**src/rtl/cbt_pkg.sv**
```systemverilog
`timescale 1ns / 1ps
`default_nettype none

package cbt_pkg;

  // register indexes on the configuration port
  localparam int unsigned CfgIdxW = 8;
  localparam logic [CfgIdxW-1:0] CFG_TOUCH_LOCKOUT   = 8'd0;
  localparam logic [CfgIdxW-1:0] CFG_LOCK_PULSE_LEN  = 8'd1;
  localparam logic [CfgIdxW-1:0] CFG_FADE_MAX        = 8'd2;
  localparam logic [CfgIdxW-1:0] CFG_MAINS_THRESHOLD = 8'd3;
  localparam int unsigned CfgDataW = 16;

  // register reset values
  localparam logic [15:0] TOUCH_LOCKOUT_RST   = 16'd100;
  localparam logic [15:0] LOCK_PULSE_LEN_RST  = 16'd100;
  localparam logic [7:0]  FADE_MAX_RST        = 8'd128;
  localparam logic [9:0]  MAINS_THRESHOLD_RST = 10'd200;

  // switch latch bit positions
  localparam int unsigned SW_RADIO  = 0;
  localparam int unsigned SW_COOLER = 1;
  localparam int unsigned SW_LIGHT  = 2;
  localparam int unsigned SW_RAIL   = 3;
  localparam int unsigned SW_MISC   = 4;
  localparam int unsigned SW_LOCK   = 5;

  localparam logic [15:0] PULSE_TOP = 16'hFFFF;

  typedef enum logic [1:0] {
    ACT_NONE   = 2'd0,
    ACT_UNLOCK = 2'd1,
    ACT_LOCK   = 2'd2
  } pulse_act_e;

  typedef struct packed {
    logic [15:0] touch_lockout;
    logic [15:0] lock_pulse_len;
    logic [7:0]  fade_max;
    logic [9:0]  mains_threshold;
  } cfg_t;

  typedef struct packed {
    logic       door_sense_n;
    logic       locked_sense_n;
    logic [9:0] mains_sample;
    logic [5:0] touch_keys;
  } in_item_t;

  typedef struct packed {
    logic       rail_5v_on;
    logic       cooler_on;
    logic       radio_on;
    logic       mains_present;
    logic       lock_drive;
    logic       unlock_drive;
    logic [7:0] white_level;
    logic [7:0] panel_leds;
    logic       panel_update;
  } out_item_t;

endpackage

`default_nettype wire

```
**src/rtl/cbt_cfg_regs.sv**
```systemverilog
`timescale 1ns / 1ps
`default_nettype none

module cbt_cfg_regs
  import cbt_pkg::*;
(
  input  wire logic                clk_i,
  input  wire logic                rst_ni,
  input  wire logic                we_i,
  input  wire logic [CfgIdxW-1:0]  idx_i,
  input  wire logic [CfgDataW-1:0] data_i,
  output cfg_t                     cfg_o
);

  cfg_t cfg_q, cfg_d;

  always_comb begin
    cfg_d = cfg_q;
    if (we_i) begin
      unique case (idx_i)
        CFG_TOUCH_LOCKOUT:   cfg_d.touch_lockout   = data_i;
        CFG_LOCK_PULSE_LEN:  cfg_d.lock_pulse_len  = data_i;
        CFG_FADE_MAX:        cfg_d.fade_max        = data_i[7:0];
        CFG_MAINS_THRESHOLD: cfg_d.mains_threshold = data_i[9:0];
        default: ;  // unknown index: ignored
      endcase
    end
  end

  always_ff @(posedge clk_i or negedge rst_ni) begin
    if (!rst_ni) begin
      cfg_q.touch_lockout   <= TOUCH_LOCKOUT_RST;
      cfg_q.lock_pulse_len  <= LOCK_PULSE_LEN_RST;
      cfg_q.fade_max        <= FADE_MAX_RST;
      cfg_q.mains_threshold <= MAINS_THRESHOLD_RST;
    end else begin
      cfg_q <= cfg_d;
    end
  end

  assign cfg_o = cfg_q;

endmodule

`default_nettype wire

```
**src/rtl/cbt_core.sv**
```systemverilog
`timescale 1ns / 1ps
`default_nettype none

module cbt_core
  import cbt_pkg::*;
(
  input  wire logic      clk_i,
  input  wire logic      rst_ni,
  input  wire logic      step_i,
  input  wire in_item_t  item_i,
  input  wire cfg_t      cfg_i,
  output out_item_t      res_o
);

  logic [5:0]  sw_q, sw_d;
  logic [15:0] lockout_q, lockout_d;
  logic [7:0]  fade_q, fade_d;
  logic [15:0] pulse_q, pulse_d;
  pulse_act_e  act_q, act_d;
  logic        lock_pin_q, lock_pin_d;
  logic        unlock_pin_q, unlock_pin_d;
  logic [7:0]  last_panel_q, last_panel_d;

  logic        door_ajar, locked, light_req;
  logic [15:0] lockout_dec;
  logic [5:0]  sw_t;
  logic [7:0]  panel;

  always_comb begin
    door_ajar = ~item_i.door_sense_n;
    locked    = ~item_i.locked_sense_n;

    lockout_dec = (lockout_q != 16'd0) ? lockout_q - 16'd1 : 16'd0;
    pulse_d     = (pulse_q != PULSE_TOP) ? pulse_q + 16'd1 : pulse_q;
    act_d       = act_q;

    // touch accept and lockout reload
    if (lockout_dec == 16'd0 && item_i.touch_keys != 6'd0) begin
      lockout_d = cfg_i.touch_lockout;
      sw_t      = sw_q ^ item_i.touch_keys;
    end else begin
      lockout_d = lockout_dec;
      sw_t      = sw_q;
    end

    // lock key is a one-shot: start the pulse and drop the latch
    sw_d = sw_t;
    if (sw_t[SW_LOCK]) begin
      act_d         = locked ? ACT_UNLOCK : ACT_LOCK;
      pulse_d       = 16'd0;
      sw_d[SW_LOCK] = 1'b0;
    end

    light_req = door_ajar | sw_d[SW_LIGHT];
    fade_d = fade_q;
    if (light_req) begin
      if (fade_q < cfg_i.fade_max) fade_d = fade_q + 8'd1;
    end else if (fade_q != 8'd0) begin
      fade_d = fade_q - 8'd1;
    end

    lock_pin_d   = lock_pin_q;
    unlock_pin_d = unlock_pin_q;
    priority if (pulse_d == 16'd0) begin
      if (act_d == ACT_UNLOCK) unlock_pin_d = 1'b1;
      else if (act_d == ACT_LOCK) lock_pin_d = 1'b1;
    end else if (pulse_d == cfg_i.lock_pulse_len) begin
      lock_pin_d   = 1'b0;
      unlock_pin_d = 1'b0;
    end else if (pulse_d > cfg_i.lock_pulse_len) begin
      pulse_d = 16'd1;
    end

    panel = {locked, sw_d[SW_MISC], sw_d[SW_RAIL], light_req,
             sw_d[SW_COOLER], sw_d[SW_RADIO], 2'b00};
    last_panel_d = panel;

    res_o.rail_5v_on    = sw_d[SW_RAIL];
    res_o.cooler_on     = sw_d[SW_COOLER];
    res_o.radio_on      = sw_d[SW_RADIO];
    res_o.mains_present = ({6'd0, item_i.mains_sample} < {6'd0, cfg_i.mains_threshold});
    res_o.lock_drive    = lock_pin_d;
    res_o.unlock_drive  = unlock_pin_d;
    res_o.white_level   = fade_d;
    res_o.panel_leds    = panel;
    res_o.panel_update  = (panel != last_panel_q);
  end

  always_ff @(posedge clk_i or negedge rst_ni) begin
    if (!rst_ni) begin
      sw_q         <= '0;
      lockout_q    <= '0;
      fade_q       <= '0;
      pulse_q      <= 16'd1;
      act_q        <= ACT_NONE;
      lock_pin_q   <= 1'b0;
      unlock_pin_q <= 1'b0;
      last_panel_q <= '0;
    end else if (step_i) begin
      sw_q         <= sw_d;
      lockout_q    <= lockout_d;
      fade_q       <= fade_d;
      pulse_q      <= pulse_d;
      act_q        <= act_d;
      lock_pin_q   <= lock_pin_d;
      unlock_pin_q <= unlock_pin_d;
      last_panel_q <= last_panel_d;
    end
  end

endmodule

`default_nettype wire

```
**src/rtl/car_body_touch_controller.sv**
```systemverilog
`timescale 1ns / 1ps
`default_nettype none
// Car body touch controller: one input transfer per control tick.
//
// Input channel (in_valid_i / in_stall_o / in_item_i): sense pins, mains sample
// and touch keys of one tick. Output channel (out_valid_o / out_stall_i /
// out_item_o): switch states, drive levels, fade level and panel word of that tick.
// Config channel (cfg_valid_i / cfg_ready_o / cfg_index_i / cfg_data_i): always
// ready; indexes 0..3 select touch_lockout, lock_pulse_len, fade_max and
// mains_threshold, other indexes are dropped. Write only while the block is idle.
//
// Path: an input transfer is captured in the input register, then the tick logic
// feeds the result register, whose valid flag drives out_valid_o. Throughput: one
// tick per cycle while out_stall_i is low; the single-tick state update between the
// two registers sets that figure.
//
// Reset: registers take their reset values, all latches, counters and drives
// clear (pulse counter to one), both stages empty.
// Stall: a stalled result holds in the output register; the input register still
// takes one more tick, after which in_stall_o rises until the result drains.

module car_body_touch_controller
  import cbt_pkg::*;
(
  input  wire logic                clk_i,
  input  wire logic                rst_ni,
  input  wire logic                in_valid_i,
  output      logic                in_stall_o,
  input  wire in_item_t            in_item_i,
  output      logic                out_valid_o,
  input  wire logic                out_stall_i,
  output out_item_t                out_item_o,
  input  wire logic                cfg_valid_i,
  output      logic                cfg_ready_o,
  input  wire logic [CfgIdxW-1:0]  cfg_index_i,
  input  wire logic [CfgDataW-1:0] cfg_data_i
);

  cfg_t      cfg;
  in_item_t  in_q;
  logic      in_valid_q;
  out_item_t res, out_q;
  logic      out_valid_q;
  logic      out_free, step, in_take;

  assign cfg_ready_o = 1'b1;

  cbt_cfg_regs u_cfg (
    .clk_i  (clk_i),
    .rst_ni (rst_ni),
    .we_i   (cfg_valid_i),
    .idx_i  (cfg_index_i),
    .data_i (cfg_data_i),
    .cfg_o  (cfg)
  );

  // output register frees when empty or when its result transfers this cycle
  assign out_free   = !out_valid_q || !out_stall_i;
  // tick is processed (state advanced) as it moves into the output register
  assign step       = in_valid_q && out_free;
  assign in_stall_o = in_valid_q && !out_free;
  assign in_take    = in_valid_i && !in_stall_o;

  cbt_core u_core (
    .clk_i  (clk_i),
    .rst_ni (rst_ni),
    .step_i (step),
    .item_i (in_q),
    .cfg_i  (cfg),
    .res_o  (res)
  );

  always_ff @(posedge clk_i or negedge rst_ni) begin
    if (!rst_ni) begin
      in_valid_q  <= 1'b0;
      out_valid_q <= 1'b0;
    end else begin
      if (!in_stall_o) in_valid_q <= in_valid_i;
      if (out_free) out_valid_q <= in_valid_q;
    end
  end

  // payload registers, no reset
  always_ff @(posedge clk_i) begin
    if (in_take) in_q <= in_item_i;
    if (step) out_q <= res;
  end

  assign out_valid_o = out_valid_q;
  assign out_item_o  = out_q;

endmodule

`default_nettype wire
```
**config.mk**
```make
export PLATFORM = sky130hd
export DESIGN_NAME = car_body_touch_controller
export DESIGN_NICKNAME = d
export VERILOG_FILES = /design/src/rtl/cbt_pkg.sv /design/src/rtl/cbt_cfg_regs.sv /design/src/rtl/cbt_core.sv /design/src/rtl/car_body_touch_controller.sv
export SDC_FILE = /design/constraint.sdc
export NUM_CORES = 1
export LEC_CHECK = 0
export BUFFER_PORTS_ARGS = -buffer_cell sky130_fd_sc_hd__buf_4
export CORE_MARGIN = 2
export CORE_UTILIZATION = 30
export DETAILED_ROUTE_END_ITERATION = 10
export GPL_ROUTABILITY_DRIVEN = 0
export MAX_ROUTING_LAYER = met4
export PLACE_DENSITY_LB_ADDON = 0.12
export SLEW_MARGIN = 30
export SYNTH_ARGS = -nofsm -noshare
export SYNTH_HDL_FRONTEND = slang
export SYNTH_SLANG_ARGS = --single-unit
```
**constraint.sdc**
```tcl
create_clock -name clk_i -period 12.57 [get_ports clk_i]
set_input_delay 0.6285 -clock clk_i [delete_from_list [all_inputs] [get_ports clk_i]]
set_output_delay 0.6285 -clock clk_i [all_outputs]
set_load 0.02 [all_outputs]
```
==> flow_summary.yaml <==
sta:
  slew_headroom_pct: 50.4
  slew_viol_final: 0
  min_period_ns: 4.71
  fmax_mhz: 212
  tightest_slew_ns: 0.737
  setup_tns_ns: 0
  fin_crit_sh_pct: 37.5
  rsz0062_at_grt: "false"
  fin_skew_ns: 0.00905
  hold_viol: 0
  setup_viol_count_final: 0
floorplan:
  start_util_pct: 30.6
  die_y_um: 167
  die_area_um2: 27900
  die_w_um: 167
  placementRows: 59
  core_area_um2: 26100
  io_pins: 73
synth:
  synth.ff_latch_count: 139
  yosysWarnings: 0
  syn_inst: 772
  syn_area_um2: 7980
  synth_area_per_cell_um2: 10.3
  yosys_most_used_dff: "dfrtp_1"
  yosysSeqAreaShare_pct: 46.0
  synth_cell_types: 84
  synth_edf_count: 36
  async_reset_ff_share_pct: 74.1
setup_path:
  cp_max_fo: 26
  cp.required_ns: 12.89
  critPathMaxStageDelay_ns: 0.53
  slowest_stage: "or4b_4"
  critPathCaptureType: "flop"
  rr_endpoint: "u_core.pulse_q[3]"
  crit_path_start_kind: "flop"
  worstPathArrival_ns: 5.03
  regToRegStartpoint: "u_core.lockout_q[0]"
  rrSetupSlack_ns: 7.86
  crit_type: "flop to flop"
  path_cells: "inv_1 > ha_1 > or4b_4 > nor2_4 > and3_2 > a31oi_4 > nor3b_2 > buf_4 > a21oi_1 > ha_1 > nor2b_1 > o21ai_0 > nand2b_1 > a221oi_1 > nor2_1 > a21oi_1 > o21ai_1 > buf_4 > o31ai_1"
  reg2regPathDepth: 19
cells_and_area:
  layout_common_cells: "92 x dfrtp_1, 77 x buf_4, 56 x mux2_2"
  num_antenna_cells: 0
  drive_gt1_share_pct: 24.4
  nNetsFinal: 915
  area_growth_pct: 17.4
  design_area_um2: 9370
  n_fill_cell: 2652
  stdcell_count: 1179
  layout_commonest_cell: "dfrtp_1"
cts:
  h-tree-depth: 4
  clock_sinks: 139
  cts_resized: 0
  numCtsBuffers: 17
  cts.path.max_buffers: 2
  cts_tree: "yes"
  cts.clk_slew.worst_paths_ns: 0.06
  holdBufCountCts: 0
  post-cts-setup-buffers: 0
  worstSkewPairLatency_ns: 0.42
  cts-root-buf: "clkbuf_16"
run:
  cap_violations: 0
route:
  wire_per_inst_um: 17.5
  dr.pass1.iters: 5
  num_vias: 6023
  routed_wl_um: 20600
  drc: 0
  drtIter0Drc: 358
  ant_nets: 0
  viasPerCell: 5.11
grt:
  grt_pass1_vias: 6070
  antenna_found_initial: 0
  grt.overflow.total: 0
  grt_pass1_wl_um: 33800
  grt_usage_pct: 15.7
  grt_max_degree: 64
status:
  status: "finished, final reports clean"
placed_design:
  port_buffers: 69
  postPlaceCellArea_um2: 8790
  placed_cells: 1146
  post-dp-hpwl_um: 14800
power:
  vdd_drop_max_mv: 0.0750
  power_density_nw_per_um2: 172
  p_leak_nw: 3.88
worst_hold_path:
  min_path_type: "input port to asynchronous set/reset pin"
[final cells by class]
type / count / area [um2] / share of cell area, %
Multi-Input combinational cell: 540 / 3920 / 41.8
Sequential cell: 139 / 3670 / 39.2
Timing Repair Buffer: 78 / 589 / 6.29
Clock buffer: 22 / 474 / 5.06
Tap cell: 335 / 419 / 4.47
Inverter: 55 / 209 / 2.23
Clock inverter: 10 / 92.6 / 0.988
[cells in the mapped netlist, drive strengths merged (17+ instances only)]
| cell type | instances | area (um2) |
|---|---|---|
| nor2 | 46 | 196 |
| buf | 17 | 123 |
| o21ai | 50 | 254 |
| nor3 | 24 | 125 |
| a21oi | 25 | 125 |
| inv | 55 | 209 |
| nand3 | 22 | 115 |
| ha | 37 | 463 |
| mux2 | 59 | 676 |
| clkbuf | 22 | 82.6 |
| dfrtp | 92 | 2300 |
| edfxtp | 36 | 1080 |
| nand2 | 55 | 206 |
[layer usage]
metal	part of all wire (%)	track usage [%]	wire length (um)
met1	50	21.5	10200
met2	45	23.7	9200
met3	4.5	3.33	933
met4	1.2	4.31	249
met5	0	-	0
[how the worst max path moves through the flow]
| stage | slack [ns] | from | to | cells past startpoint |
|---|---|---|---|---|
| finish | 7.86 | u_core.lockout_q[0] | u_core.pulse_q[3] | 19 |
| global route | 7.49 | u_core.lockout_q[0] | u_core.pulse_q[3] | 19 |
| CTS | 7.90 | u_core.lockout_q[0] | u_core.pulse_q[3] | 19 |
| detailed placement | 7.94 | u_core.lockout_q[0] | u_core.pulse_q[5] | 19 |
| global placement | 8.06 | u_core.lockout_q[0] | u_core.pulse_q[2] | 18 |
| floorplan | 7.84 | u_core.lockout_q[0] | u_core.pulse_q[10] | 20 |
[metrics by stage]
step	utilization [%]	hold slack, ns	power, mW	setup WS (ns)
after floorplan	-	0.333	0.986	7.84
after global placement	33.7	0.481	1.13	8.06
after detailed placement	33.7	0.493	1.13	7.94
after CTS	35.9	0.276	1.63	7.90
after global routing	36.0	0.294	1.72	7.49
final	36.0	0.229	1.61	7.86
[sequential cells by signal, summed over array words and instances, names as in the netlist]
register,count
u_core.lockout_q,16
u_core.sw_q,4
u_core.pulse_q,16
u_core.lock_pin_q,1
out_item_o,18
in_valid_q,1
in_q,18
u_core.last_panel_q,3
u_core.fade_q,8
u_core.act_q,2
u_cfg.cfg_o,50
u_core.unlock_pin_q,1
out_valid_o,1
[cell families (layout without fill, tap and decap cells)]
kind of cell,after synthesis,after routing,synth area share (%)
other cells,2,3,0.0941
compound gates,174,174,15.0
simple gates,236,236,15.9
fa+ha+maj,37,37,5.80
mux,71,71,9.97
flops,139,139,46.0
xor+xnor,19,19,2.08
buf+inv,94,165,5.19
[power by group]
| group | internal [mW] | leakage, nW | switching, mW |
|---|---|---|---|
| registers | 0.546 | 1.68 | 0.0990 |
| logic | 0.199 | 1.94 | 0.282 |
| clock network | 0.287 | 0.268 | 0.201 |
| total | 1.03 | 3.88 | 0.582 |
[critical path, delay by kind of cell (launching register included)]
kind	cells	cell delay, ns
AOI/OAI and AO/OA	7	1.28
adders and majority gates	2	0.60
buffers and inverters	3	0.63
DFF	1	0.45
and+or+nand+nor	7	1.64
Note: power is estimated with default switching activity, not from simulation.
